--- config.mk ---
export PLATFORM = sky130hd
export DESIGN_NAME = linear_array_deque_core
export DESIGN_NICKNAME = d
export VERILOG_FILES = /design/src/design/lad_pkg.sv /design/src/design/lad_cell.sv /design/src/design/lad_chain.sv /design/src/design/linear_array_deque_core.sv
export VERILOG_INCLUDE_DIRS = /design/src /design/src/design
export SDC_FILE = /design/constraint.sdc
export NUM_CORES = 2
export LEC_CHECK = 0
export ABC_AREA = 0
export BUFFER_PORTS_ARGS = -buffer_cell sky130_fd_sc_hd__buf_2
export CORE_MARGIN = 2
export CORE_UTILIZATION = 50
export CTS_CLUSTER_DIAMETER = 60
export DETAILED_ROUTE_END_ITERATION = 12
export GPL_TIMING_DRIVEN = 1
export PLACE_DENSITY = 0.65
export SLEW_MARGIN = 20
export SYNTH_ARGS = -nofsm -noshare
export SYNTH_HDL_FRONTEND = slang
export SYNTH_SLANG_ARGS = --single-unit
--- constraint.sdc ---
create_clock -name clk -period 6 [get_ports clk]
set_input_delay 0.6 -clock clk [delete_from_list [all_inputs] [get_ports clk]]
set_output_delay 0.6 -clock clk [all_outputs]
set_load 0.01 [all_outputs]
--- src/design/linear_array_deque_core_defines.svh ---
// ---------------------------------------------------------------------------
// Assertion macros for the linear array deque
// Shared property forms that the core uses for its concurrent checks.
// ---------------------------------------------------------------------------
`ifndef LINEAR_ARRAY_DEQUE_CORE_DEFINES_SVH
`define LINEAR_ARRAY_DEQUE_CORE_DEFINES_SVH

// Same-cycle implication, sampled on clk and disabled in reset.
`define LAD_ASSERT_NOW(name, ante, cons) \
  name: assert property (@(posedge clk) disable iff (rst) (ante) |-> (cons)) \
    else $error("deque assertion failed");

// Next-cycle implication, sampled on clk and disabled in reset.
`define LAD_ASSERT_NEXT(name, ante, cons) \
  name: assert property (@(posedge clk) disable iff (rst) (ante) |=> (cons)) \
    else $error("deque assertion failed");

`endif

--- src/design/lad_pkg.sv ---
// ---------------------------------------------------------------------------
// Linear array deque package
// Beat types, operation and status codes, and the cell control word.
// ---------------------------------------------------------------------------
`timescale 1ns / 1ps
`default_nettype none

package lad_pkg;

  localparam int WORD_W = 32;
  localparam int CAP_W  = 7;
  localparam int ADDR_W = 3;

  localparam logic [CAP_W-1:0] CAP_RESET = 7'd64;
  localparam logic [0:0] REG_CAPACITY = 1'b0;

  localparam logic [1:0] MODE_PUSH_FRONT = 2'd0;
  localparam logic [1:0] MODE_PUSH_REAR  = 2'd1;
  localparam logic [1:0] MODE_POP_FRONT  = 2'd2;
  localparam logic [1:0] MODE_POP_REAR   = 2'd3;

  localparam logic [1:0] ST_OK        = 2'd0;
  localparam logic [1:0] ST_OVERFLOW  = 2'd1;
  localparam logic [1:0] ST_UNDERFLOW = 2'd2;

  localparam logic [WORD_W-1:0] NONE_WORD = '1;

  // Cell operations: keep, take the left neighbor, take the right
  // neighbor, or take the pushed word if this cell sits just past the end.
  localparam logic [1:0] OP_HOLD      = 2'd0;
  localparam logic [1:0] OP_SHIFT_IN  = 2'd1;
  localparam logic [1:0] OP_SHIFT_OUT = 2'd2;
  localparam logic [1:0] OP_APPEND    = 2'd3;

  typedef struct packed {
    logic [1:0]               mode;
    logic signed [WORD_W-1:0] value;
  } req_t;

  typedef struct packed {
    logic signed [WORD_W-1:0] data_out;
    logic [1:0]               status;
  } rsp_t;

  typedef struct packed {
    logic [1:0]        op;
    logic [WORD_W-1:0] value;
  } cell_ctl_t;

endpackage

`default_nettype wire

--- src/design/lad_cell.sv ---
// ---------------------------------------------------------------------------
// Deque storage cell
// Holds one word and moves it to or from its neighbors on command.
// ---------------------------------------------------------------------------
`timescale 1ns / 1ps
`default_nettype none

module lad_cell (
  input  wire logic                      clk,
  input  wire lad_pkg::cell_ctl_t        ctl,
  input  wire logic                      at_count,
  input  wire logic [lad_pkg::WORD_W-1:0] left_word,
  input  wire logic [lad_pkg::WORD_W-1:0] right_word,
  output logic      [lad_pkg::WORD_W-1:0] word
);
  import lad_pkg::*;

  logic [WORD_W-1:0] word_next;

  always_comb begin
    word_next = word;
    case (ctl.op)
      OP_HOLD:      word_next = word;
      OP_SHIFT_IN:  word_next = left_word;
      OP_SHIFT_OUT: word_next = right_word;
      OP_APPEND:    if (at_count) word_next = ctl.value;
      default:      word_next = word;
    endcase
  end

  always_ff @(posedge clk) begin
    word <= word_next;
  end

endmodule

`default_nettype wire

--- src/design/lad_chain.sv ---
// ---------------------------------------------------------------------------
// Deque cell chain
// A row of storage cells whose head (cell zero) is one end of the deque.
// ---------------------------------------------------------------------------
`timescale 1ns / 1ps
`default_nettype none

module lad_chain #(
  parameter int DEPTH = 64
) (
  input  wire logic                        clk,
  input  wire lad_pkg::cell_ctl_t          ctl,
  input  wire logic [$clog2(DEPTH):0]      count,
  output logic      [lad_pkg::WORD_W-1:0]  head
);
  import lad_pkg::*;

  localparam int CNT_W = $clog2(DEPTH) + 1;

  logic [WORD_W-1:0] words [DEPTH];

  for (genvar i = 0; i < DEPTH; i++) begin : g_cell
    logic [WORD_W-1:0] left_word;
    logic [WORD_W-1:0] right_word;

    if (i == 0) begin : g_first
      assign left_word = ctl.value;
    end else begin : g_inner_l
      assign left_word = words[i-1];
    end

    if (i == DEPTH - 1) begin : g_last
      assign right_word = words[i];
    end else begin : g_inner_r
      assign right_word = words[i+1];
    end

    lad_cell u_cell (
      .clk        (clk),
      .ctl        (ctl),
      .at_count   (count == CNT_W'(i)),
      .left_word  (left_word),
      .right_word (right_word),
      .word       (words[i])
    );
  end

  assign head = words[0];

endmodule

`default_nettype wire

--- src/design/linear_array_deque_core.sv ---
// ---------------------------------------------------------------------------
// Linear array deque core
// Double-ended queue of signed words with linear, non-wrapping indices.
// ---------------------------------------------------------------------------
// Usage: each request beat on req carries a mode (push front, push rear,
// pop front, pop rear) and a word. Every request produces exactly one
// response beat on rsp with the popped word (all ones for pushes and on
// underflow) and a status of ok, overflow or underflow.
// Both channels use valid/stall: a beat moves on a clock edge where valid
// is high and stall is low. A request's response is registered, and the
// block sustains one request per cycle while req_stall is low; the limit
// is the pointer update and cell shift that each operation needs.
// The contents are held twice, in two chains of cells: one keeps the
// front word in its head cell, the other keeps the rear word in its head.
// A push shifts one chain by one cell and appends to the other; a pop
// shifts only the chain whose head it reads, so both ends are fixed cells.
// When the receiver stalls, one finished response waits in the output
// register and one more in a skid register; req_stall rises only once the
// skid register is full. Reset (rst, synchronous) empties the deque and
// sets capacity to 64; no cell contents are cleared and no sweep follows.
// Capacity is written through the APB port at byte address 0.
// ---------------------------------------------------------------------------
`timescale 1ns / 1ps
`default_nettype none

`include "linear_array_deque_core_defines.svh"

module linear_array_deque_core #(
  parameter int DEPTH = 64
) (
  input  wire logic                        clk,
  input  wire logic                        rst,
  // Request channel
  input  wire logic                        req_valid,
  output logic                             req_stall,
  input  wire lad_pkg::req_t               req,
  // Response channel
  output logic                             rsp_valid,
  input  wire logic                        rsp_stall,
  output lad_pkg::rsp_t                    rsp,
  // Configuration port
  input  wire logic                        psel,
  input  wire logic                        penable,
  input  wire logic                        pwrite,
  input  wire logic [lad_pkg::ADDR_W-1:0]  paddr,
  input  wire logic [31:0]                 pwdata,
  output logic      [31:0]                 prdata,
  output logic                             pready
);
  import lad_pkg::*;

  localparam int AW    = $clog2(DEPTH);
  localparam int CNT_W = AW + 1;
  // Width that holds both the capacity register and the depth.
  localparam int EW    = (CNT_W > CAP_W) ? CNT_W : CAP_W;

  // Deque state.
  logic [AW-1:0]    front;
  logic [AW-1:0]    rear;
  logic [CNT_W-1:0] count;
  logic [CAP_W-1:0] capacity;

  logic [AW-1:0]    front_next;
  logic [AW-1:0]    rear_next;
  logic [CNT_W-1:0] count_next;

  // Output register and skid register.
  rsp_t rsp_skid;
  logic skid_valid;

  logic accept;
  logic take;
  logic is_empty;

  logic [EW-1:0] eff_cap;
  logic          rear_full;

  cell_ctl_t     front_ctl;
  cell_ctl_t     rear_ctl;
  logic [WORD_W-1:0] front_head;
  logic [WORD_W-1:0] rear_head;

  rsp_t res;

  // Accepted beats that the assertions look at.
  logic overflow_beat;
  logic last_pop_beat;

  // ----------------------------------------------------------------------
  // Configuration port. Register select uses the word address bit only.
  // ----------------------------------------------------------------------
  assign pready = 1'b1;

  always_ff @(posedge clk) begin
    if (rst) begin
      capacity <= CAP_RESET;
    end else if (psel && penable && pwrite && (paddr[2] == REG_CAPACITY)) begin
      capacity <= pwdata[CAP_W-1:0];
    end
  end

  assign prdata = (paddr[2] == REG_CAPACITY) ? {{(32-CAP_W){1'b0}}, capacity} : '0;

  // Capacity is clamped to the range one to DEPTH.
  always_comb begin
    if (capacity == '0) begin
      eff_cap = EW'(1);
    end else if (EW'(capacity) > EW'(DEPTH)) begin
      eff_cap = EW'(DEPTH);
    end else begin
      eff_cap = EW'(capacity);
    end
  end

  assign rear_full = EW'(rear) >= (eff_cap - EW'(1));
  assign is_empty  = (count == '0);

  // ----------------------------------------------------------------------
  // Handshake. A request is refused only when the skid register is full.
  // ----------------------------------------------------------------------
  assign req_stall = skid_valid;
  assign accept    = req_valid && !req_stall;
  assign take      = rsp_valid && !rsp_stall;

  // ----------------------------------------------------------------------
  // Operation decode: response, pointer update and chain commands.
  // ----------------------------------------------------------------------
  always_comb begin
    res.data_out    = NONE_WORD;
    res.status      = ST_OK;
    front_next      = front;
    rear_next       = rear;
    count_next      = count;
    front_ctl.op    = OP_HOLD;
    front_ctl.value = req.value;
    rear_ctl.op     = OP_HOLD;
    rear_ctl.value  = req.value;

    case (req.mode)
      MODE_PUSH_FRONT, MODE_PUSH_REAR: begin
        if (is_empty) begin
          // First word lands at index zero; both chains take it at cell 0.
          front_next   = '0;
          rear_next    = '0;
          count_next   = CNT_W'(1);
          front_ctl.op = OP_APPEND;
          rear_ctl.op  = OP_APPEND;
        end else if (req.mode == MODE_PUSH_FRONT) begin
          if (front == '0) begin
            res.status = ST_OVERFLOW;
          end else begin
            front_next   = front - AW'(1);
            count_next   = count + CNT_W'(1);
            front_ctl.op = OP_SHIFT_IN;
            rear_ctl.op  = OP_APPEND;
          end
        end else begin
          if (rear_full) begin
            res.status = ST_OVERFLOW;
          end else begin
            rear_next    = rear + AW'(1);
            count_next   = count + CNT_W'(1);
            front_ctl.op = OP_APPEND;
            rear_ctl.op  = OP_SHIFT_IN;
          end
        end
      end
      MODE_POP_FRONT, MODE_POP_REAR: begin
        if (is_empty) begin
          res.status = ST_UNDERFLOW;
        end else begin
          count_next = count - CNT_W'(1);
          if (req.mode == MODE_POP_FRONT) begin
            res.data_out = front_head;
            front_ctl.op = OP_SHIFT_OUT;
            front_next   = front + AW'(1);
          end else begin
            res.data_out = rear_head;
            rear_ctl.op  = OP_SHIFT_OUT;
            rear_next    = rear - AW'(1);
          end
          // Taking the last word resets both indices.
          if (count == CNT_W'(1)) begin
            front_next = '0;
            rear_next  = '0;
          end
        end
      end
      default: begin
        res.status = ST_OK;
      end
    endcase

    if (!accept) begin
      front_ctl.op = OP_HOLD;
      rear_ctl.op  = OP_HOLD;
    end
  end

  // ----------------------------------------------------------------------
  // Two cell chains: one with the front word at its head, one with the
  // rear word at its head.
  // ----------------------------------------------------------------------
  lad_chain #(.DEPTH(DEPTH)) u_front_chain (
    .clk   (clk),
    .ctl   (front_ctl),
    .count (count),
    .head  (front_head)
  );

  lad_chain #(.DEPTH(DEPTH)) u_rear_chain (
    .clk   (clk),
    .ctl   (rear_ctl),
    .count (count),
    .head  (rear_head)
  );

  // ----------------------------------------------------------------------
  // Index registers.
  // ----------------------------------------------------------------------
  always_ff @(posedge clk) begin
    if (rst) begin
      front <= '0;
      rear  <= '0;
      count <= '0;
    end else if (accept) begin
      front <= front_next;
      rear  <= rear_next;
      count <= count_next;
    end
  end

  // ----------------------------------------------------------------------
  // Output register with skid register behind it.
  // ----------------------------------------------------------------------
  always_ff @(posedge clk) begin
    if (rst) begin
      rsp_valid  <= 1'b0;
      skid_valid <= 1'b0;
    end else if (accept) begin
      if (!rsp_valid || take) begin
        rsp_valid <= 1'b1;
      end else begin
        skid_valid <= 1'b1;
      end
    end else if (take) begin
      rsp_valid  <= skid_valid;
      skid_valid <= 1'b0;
    end
  end

  always_ff @(posedge clk) begin
    if (accept) begin
      if (!rsp_valid || take) begin
        rsp <= res;
      end else begin
        rsp_skid <= res;
      end
    end else if (take && skid_valid) begin
      rsp <= rsp_skid;
    end
  end

  // ----------------------------------------------------------------------
  // Assertions.
  // ----------------------------------------------------------------------
  assign overflow_beat = accept && (res.status == ST_OVERFLOW);
  assign last_pop_beat = accept && (res.status == ST_OK) && req.mode[1] &&
                         (count == CNT_W'(1));

  `LAD_ASSERT_NOW(a_skid_behind_out, skid_valid, rsp_valid)
  `LAD_ASSERT_NOW(a_index_span, !is_empty, (CNT_W'(rear) - CNT_W'(front) + CNT_W'(1)) == count)
  `LAD_ASSERT_NEXT(a_overflow_keeps, overflow_beat, $stable({front, rear, count}))
  `LAD_ASSERT_NEXT(a_last_pop_empties, last_pop_beat, ({front, rear, count} == '0))

endmodule

`default_nettype wire
== After elaboration in Yosys (flattened, before gate mapping) ==
Index checks and enable logic that the tools add are counted.

* $add $sub $neg: 7
* $lt $le $gt $ge: 2
* Equal/unequal tests: 211
* Muxes and demuxes: 249
* Bitwise operators: 6
* Reduce and logical (&&, ||, !) cells: 157

{| class="wikitable"
|+ Operators with widths
! operator !! number
|-
| case mux 32 bit (3 select lines) || 126
|-
| two-way mux 32 bit || 67
|-
| AND reduction 2 bit || 132
|-
| inequality test 2 bit (second input constant) || 130
|-
| == test 7 x 6 -> 1 bit (second input constant) || 32
|-
| case mux 32 bit (2 select lines) || 2
|-
| == test 7 x 5 -> 1 bit (second input constant) || 16
|-
| two-way mux 34 bit || 3
|-
| two-way mux 6 bit || 12
|-
| == test 7 x 4 -> 1 bit (second input constant) || 8
|-
| two-way mux 7 bit || 8
|-
| two-way mux 2 bit || 15
|-
| == test 7 x 3 -> 1 bit (second input constant) || 4
|-
| case mux 6 bit (2 select lines) || 2
|-
| == test 7 x 2 -> 1 bit (second input constant) || 2
|-
| logical NOT 7 bit || 2
|-
| case mux 7 bit (2 select lines) || 1
|-
| subtractor 7 x 1 -> 7 bit (second input constant) || 2
|-
| adder 6 x 1 -> 6 bit (second input constant) || 2
|-
| == test 2 bit (second input constant) || 6
|-
| inequality test 3 bit (second input constant) || 4
|-
| case mux 2 bit (2 select lines) || 3
|-
| subtractor 6 x 1 -> 6 bit (second input constant) || 2
|-
| two-way mux 1 bit || 10
|-
| 18 further kinds || 41
|}

* Register bits: 4,192
* Input port bits: 76
* Output and inout port bits: 69
* Logic and storage cells: 770

== Depth between registers and ports, before layout ==
* Depth after elaboration: 14
* Gate-level depth with buffers: 15
* Depth with buffers taken out: 13

== Modules after synthesis ==
From an unflattened synthesis, not the netlist that was laid out.

* Cells, all modules: 18,996
* Area, all modules: 222,161.8 um^2

{| class="wikitable"
|+ By module, submodules not included
! module !! times used !! cells each !! area each (um^2) !! seq. area each (um^2)
|-
| lad_cell || 128 || 142 || 1,685.4 || 960.9
|-
| linear_array_deque_core || 1 || 630 || 5,474.0 || 2,602.5
|-
| lad_chain || 2 || 95 || 480.5 || 0.0
|}

== Least setup slack after synthesis ==
OpenSTA, ideal clock, no wires.

* Path type: register -> register
* Start: reg capacity[3]
* End: reg u_front_chain.g_cell[18].u_cell.word[0] (netlist name), enable pin
* Setup time: 441 ps
* Arrival time: 4,598 ps
* Data required time: 5,559 ps
* Setup slack: 961 ps
* Cell stages (with the launch flop): 14
* Buffers on the path: 1
* Clock period less this slack: 5,039 ps
* Cells stage by stage: dfxtp_1 > or2_2 > nor4_1 > o21ai_0 > ha_1 > or3b_1 > a32oi_1 > ha_1 > a21o_1 > a221oi_1 > o211a_1 > o21ai_1 > clkbuf_1 > a31oi_1

* Word-level cells in the longest chain between the ends: 13
* Elaborated cells on any way between the ends: 16
* Those cells by class: add/sub: 1; order compare: 2; eq/ne: 2; mux: 7; bitwise: 1; reduce/logical: 3

{| class="wikitable"
|+ RTL lines
! item !! RTL line !! source
|-
| start, declared || linear_array_deque_core.sv:61 || <nowiki>logic [CAP_W-1:0] capacity;</nowiki>
|-
| start signal, assigned || linear_array_deque_core.sv:98 || <nowiki>capacity <= pwdata[CAP_W-1:0];</nowiki>
|-
| greater-than comparator 7 bit || linear_array_deque_core.sv:108 || <nowiki>end else if (EW'(capacity) > EW'(DEPTH)) begin</nowiki>
|-
| two-way mux 7 bit || linear_array_deque_core.sv:108 ||
|-
| two-way mux 7 bit * || linear_array_deque_core.sv:106 || <nowiki>if (capacity == '0) begin</nowiki>
|-
| subtractor 7 x 1 -> 7 bit * || linear_array_deque_core.sv:115 || <nowiki>assign rear_full = EW'(rear) >= (eff_cap - EW'(1));</nowiki>
|-
| >= comparator 6 x 7 -> 1 bit * || linear_array_deque_core.sv:115 ||
|-
| two-way mux 2 bit * || linear_array_deque_core.sv:158 || <nowiki>if (rear_full) begin</nowiki>
|-
| two-way mux 2 bit * || linear_array_deque_core.sv:148 || <nowiki>end else if (req.mode == MODE_PUSH_FRONT) begin</nowiki>
|-
| two-way mux 2 bit * || linear_array_deque_core.sv:141 || <nowiki>if (is_empty) begin</nowiki>
|-
| case mux 2 bit (2 select lines) * || linear_array_deque_core.sv:139 || <nowiki>case (req.mode)</nowiki>
|-
| two-way mux 2 bit * || linear_array_deque_core.sv:194 || <nowiki>if (!accept) begin</nowiki>
|-
| == test 2 bit or logical NOT 2 bit (tied branches) || lad_cell.sv:22 || <nowiki>case (ctl.op)</nowiki>
|-
| inequality test 2 bit (no source line) or NOT 1 bit (tied branches) || n/a ||
|-
| AND reduction 2 bit (no source line) * || n/a ||
|-
| end signal, assigned || lad_cell.sv:32 || <nowiki>word <= word_next;</nowiki>
|-
| end, declared || lad_cell.sv:14 || <nowiki>output logic [lad_pkg::WORD_W-1:0] word</nowiki>
|}

Mark *: on every way between the ends. The rest lies on a longest branch, timed or not.
A chain may end at the register's enable or synchronous reset.

== Final worst setup path ==
* Start: reg capacity[3]
* End: reg u_rear_chain.g_cell[18].u_cell.word[9] (netlist name), enable pin

* Word-level cells in the longest chain between the ends: 13
* Elaborated cells on any way between the ends: 16
* Those cells by class: add/sub: 1; order compare: 2; eq/ne: 2; mux: 7; bitwise: 1; reduce/logical: 3

{| class="wikitable"
|+ RTL lines
! item !! RTL line
|-
| greater-than comparator 7 bit || linear_array_deque_core.sv:108
|-
| two-way mux 7 bit || linear_array_deque_core.sv:108
|-
| two-way mux 7 bit * || linear_array_deque_core.sv:106
|-
| subtractor 7 x 1 -> 7 bit * || linear_array_deque_core.sv:115
|-
| >= comparator 6 x 7 -> 1 bit * || linear_array_deque_core.sv:115
|-
| two-way mux 1 bit * || linear_array_deque_core.sv:158
|-
| two-way mux 2 bit * || linear_array_deque_core.sv:148
|-
| two-way mux 2 bit * || linear_array_deque_core.sv:141
|-
| case mux 2 bit (2 select lines) * || linear_array_deque_core.sv:139
|-
| two-way mux 2 bit * || linear_array_deque_core.sv:194
|-
| == test 2 bit or logical NOT 2 bit (tied branches) || lad_cell.sv:22
|-
| inequality test 2 bit (no source line) or NOT 1 bit (tied branches) || n/a
|-
| AND reduction 2 bit (no source line) * || n/a
|-
| end signal, assigned || lad_cell.sv:32
|-
| end, declared || lad_cell.sv:14
|}

Marks and branches as above.

==> metrics.txt <==
Yosys warnings=0; port bufs=91; proportion of power drawn by the clock network=~28%; power density over the cells=473 mW/mm²; total number of nets in the final design=around 12,000; switching power as a share of total power=30.5%; Syn Area/Cell=14.2 µm²; DRC violations left=0; sequential fraction of design power=about half; vias in the first global route=between 100k and 150k; cell type with the highest aggregate area in the netlist=edfxtp_1; VDD IR-drop max=around 300 µV; Setup Viol. Count Final=0; layout overhead on the synthesized area=10.7%; Final Skew=roughly 0.10 ns; proportion of synthesized flip-flops having asynchronous set or reset=0%; post-synth top area share=between 70% and 80%; result of the run=finished clean; first-pass GRT wire length=between 700,000 and 800,000 µm; leakage power figure=63.9 nW; Core Region=between 0.3 and 0.4 mm²; most frequent cells in the layout=edfxtp_1 (4,164), nor2_1 (2,049), o22ai_1 (1,987); fill count=between 20,000 and 30,000; final slew viol count=0; Final TNS setup=0 ns; most instantiated flip-flop cell in the synthesis netlist=edfxtp_1; post-placement cell count=between 15,000 and 20,000; pin count of the biggest net entering global routing=roughly 250; CTS H-tree lvls=5; number of antenna violations at the first check in global routing=18; Final Hold Violating Endpoints=0; instance count of the mapped netlist=12,400; count of max-cap constraint violations=0; data arrival time of the critical path=a little over 6 ns; EDFF count, synth=4,164; number of synthesized register bits=4,192; average wire per cell in the routed design=29.3 µm; std cell rows=218; slowest stage cell, crit path=a21oi_4; RSZ-0062 raised after global routing=no; clock tree from TritonCTS=built; CTS root buf=clkbuf_16; quantity of gates resized following cts=0; Total Die Area=0.359 mm²; DIE WIDTH=599 µm; Initial Utilization=50.2%; clock period minus worst slack=between 5 and 6 ns; DR vias=118,000; highest fanout seen on the critical path=36; total standard cell area after synthesis=~0.18 mm²; number of search-and-repair iterations in the first detailed-routing pass=9; combinational share of power=a little over a fifth; Critical Path RT=6.60 ns; drt initial violations=~16,000; Clock Tree Buf Depth=4; Clk pin slew, worst setup/hold paths=0.06 ns; fin crit share=90.5%; die height=around 600 µm; vias per cell=approximately 7; most frequent standard cell in the layout excluding fill and tap cells=edfxtp_1; crit path cell chain=or2_2, nor4_1, o21ai_0, ha_1, or3b_1, a32oi_1, ha_1, a21o_1, a221oi_1, o211a_1, o21ai_4, buf_4, a21oi_4, buf_4; number of sinks on the clock net=4,192; crit end category=flip-flop; startpoint type of the worst setup path=flip-flop; routability congestion estimate=about 0.85; worst hold-check slack=between 0.15 and 0.2 ns; normalized max-slew margin=17.4%; R2R setup slack=~0.57 ns; slowest stage delay, CP=0.79 ns; clk_lat worst skew=1.00 ns; maximum clock frequency=184 MHz; HPWL Detailed=between 200,000 and 300,000 µm; actual transition at the worst max-transition pin=around 1.2 ns; WL final=about 500,000 µm; sequential-to-total area share from yosys stat=71.0%; count of distinct cell types in the synthesized netlist=64; Net Sw Power=about 0.028 W; number of buffers created by CTS=433; total grt overflow=0; Final Non-Filler Cells=17,000; I/O pin total=145; worst hold path type=in -> reg; top area cells in the synthesized netlist=edfxtp_1 (71%), a221o_1 (11%), o22ai_1 (7.0%), nor2_1 (4.6%), clkbuf_1 (1.6%); Pint=between 0.06 and 0.07 W; share of post-route cells with drive strength above 1=~11%; number of antenna-violating nets in the routed design=0; GR Util All Layers=between 20% and 30%; type of the setup path with the least slack=reg -> reg
## through the flow
stage          power [W]  setup WS (ns)  instance area, µm²  utilization [%]
6_report          0.0926          0.567              196000             55.6
5_1_grt           0.0959          0.316              196000             55.5
4_1_cts           0.0924          0.638              196000             55.5
3_5_place_dp      0.0667          0.741              182000             51.7
3_3_place_gp      0.0658          0.758              182000             51.7
2_1_floorplan     0.0592          0.961              177000                -
## metal layers
layer / GRT usage (%) / wire length [µm]
met5: 0 / 68
met3: 4.28 / 39700
met1: 35.0 / 193000
met4: 14.3 / 27300
met2: 43.0 / 239000
## flip-flops by register name (all words and copies together), names as in the netlist
| signal | cells |
|---|---|
| rsp_valid | 1 |
| rsp | 34 |
| rear | 6 |
| u_rear_chain.g_cell.u_cell.word | 2048 |
| count | 7 |
| front | 6 |
| capacity | 7 |
| req_stall | 1 |
| u_front_chain.g_cell.u_cell.word | 2048 |
| rsp_skid | 34 |
## synthesized netlist by cell type (18+ instances only)
| cell type | instances |
|---|---|
| mux2_2 | 101 |
| nand2_1 | 52 |
| mux2i_1 | 41 |
| nor2b_1 | 18 |
| a21oi_1 | 132 |
| nand3_1 | 27 |
| buf_1 | 78 |
| a31oi_1 | 51 |
| a221o_1 | 1985 |
| nor2_1 | 2181 |
| buf_4 | 51 |
| o22ai_1 | 1987 |
| and3_1 | 47 |
| dfxtp_1 | 28 |
| a21o_1 | 34 |
| clkbuf_1 | 764 |
| edfxtp_1 | 4164 |
| buf_2 | 541 |
## kinds of logic (layout without fill, tap and decap cells)
kind of cell,count (synthesis),count (layout),synth area share [%]
buffers and inverters,1452,1276,3.59
muxes,142,142,0.875
DFF,4192,4192,71.0
xor gates and xnor gates,3,3,0.0149
and+or+nand+nor,2373,2373,5.23
adders and majority gates,15,15,0.106
AOI/OAI and AO/OA,4243,4243,19.2
other,2,49,0.00424
## critical path: cells and delay by family, from the launching register on
| kind | cells | cell delay, ns |
|---|---|---|
| AO/OA/AOI/OAI | 7 | 2.54 |
| buffers and inverters | 2 | 0.73 |
| AND/OR/NAND/NOR | 3 | 0.65 |
| adder cells (fa/ha/maj) | 2 | 0.59 |
| flip-flops | 1 | 0.44 |
## power by group through the flow
stage	Sequential (W)	Clock [W]	Combinational, W
finish	0.0466	0.0257	0.0202
global route	0.0471	0.0271	0.0217
CTS	0.0465	0.0261	0.0199
detailed placement	0.0470	0	0.0197
global placement	0.0469	0	0.0189
floorplan	0.0451	0	0.0141
## path summary, 6_finish.rpt
check                                         startpoint  cells past startpoint                                               end
worst max-delay path            capacity[3]$_SDFFE_PP0P_                     14  u_rear_chain.g_cell[18].u_cell.word[9]$_DFFE_PP_
worst min register to register     front[5]$_SDFFE_PP0P_                      1                             front[5]$_SDFFE_PP0P_
worst min-delay path                                 rst                      2                          capacity[1]$_SDFFE_PP0P_
worst max register to register  capacity[3]$_SDFFE_PP0P_                     14  u_rear_chain.g_cell[18].u_cell.word[9]$_DFFE_PP_
## cell type report
class | instances | area [µm²] | area share (%)
diodes | 23 | 57.6 | 0.0294
clock buffers | 522 | 11300 | 5.75
clock inverters | 262 | 2050 | 1.05
inverters | 12 | 45.0 | 0.0230
multi-input cells | 6802 | 46500 | 23.7
flip-flops and latches | 4192 | 126000 | 64.1
well taps | 4730 | 5920 | 3.02
repair buffers | 480 | 4410 | 2.25
## timing repair
action	CTS	global route
buffers inserted	0	0
hold buffers	9	0
hold endpoints to repair	9	0
Power figures use the tool's default switching activity.
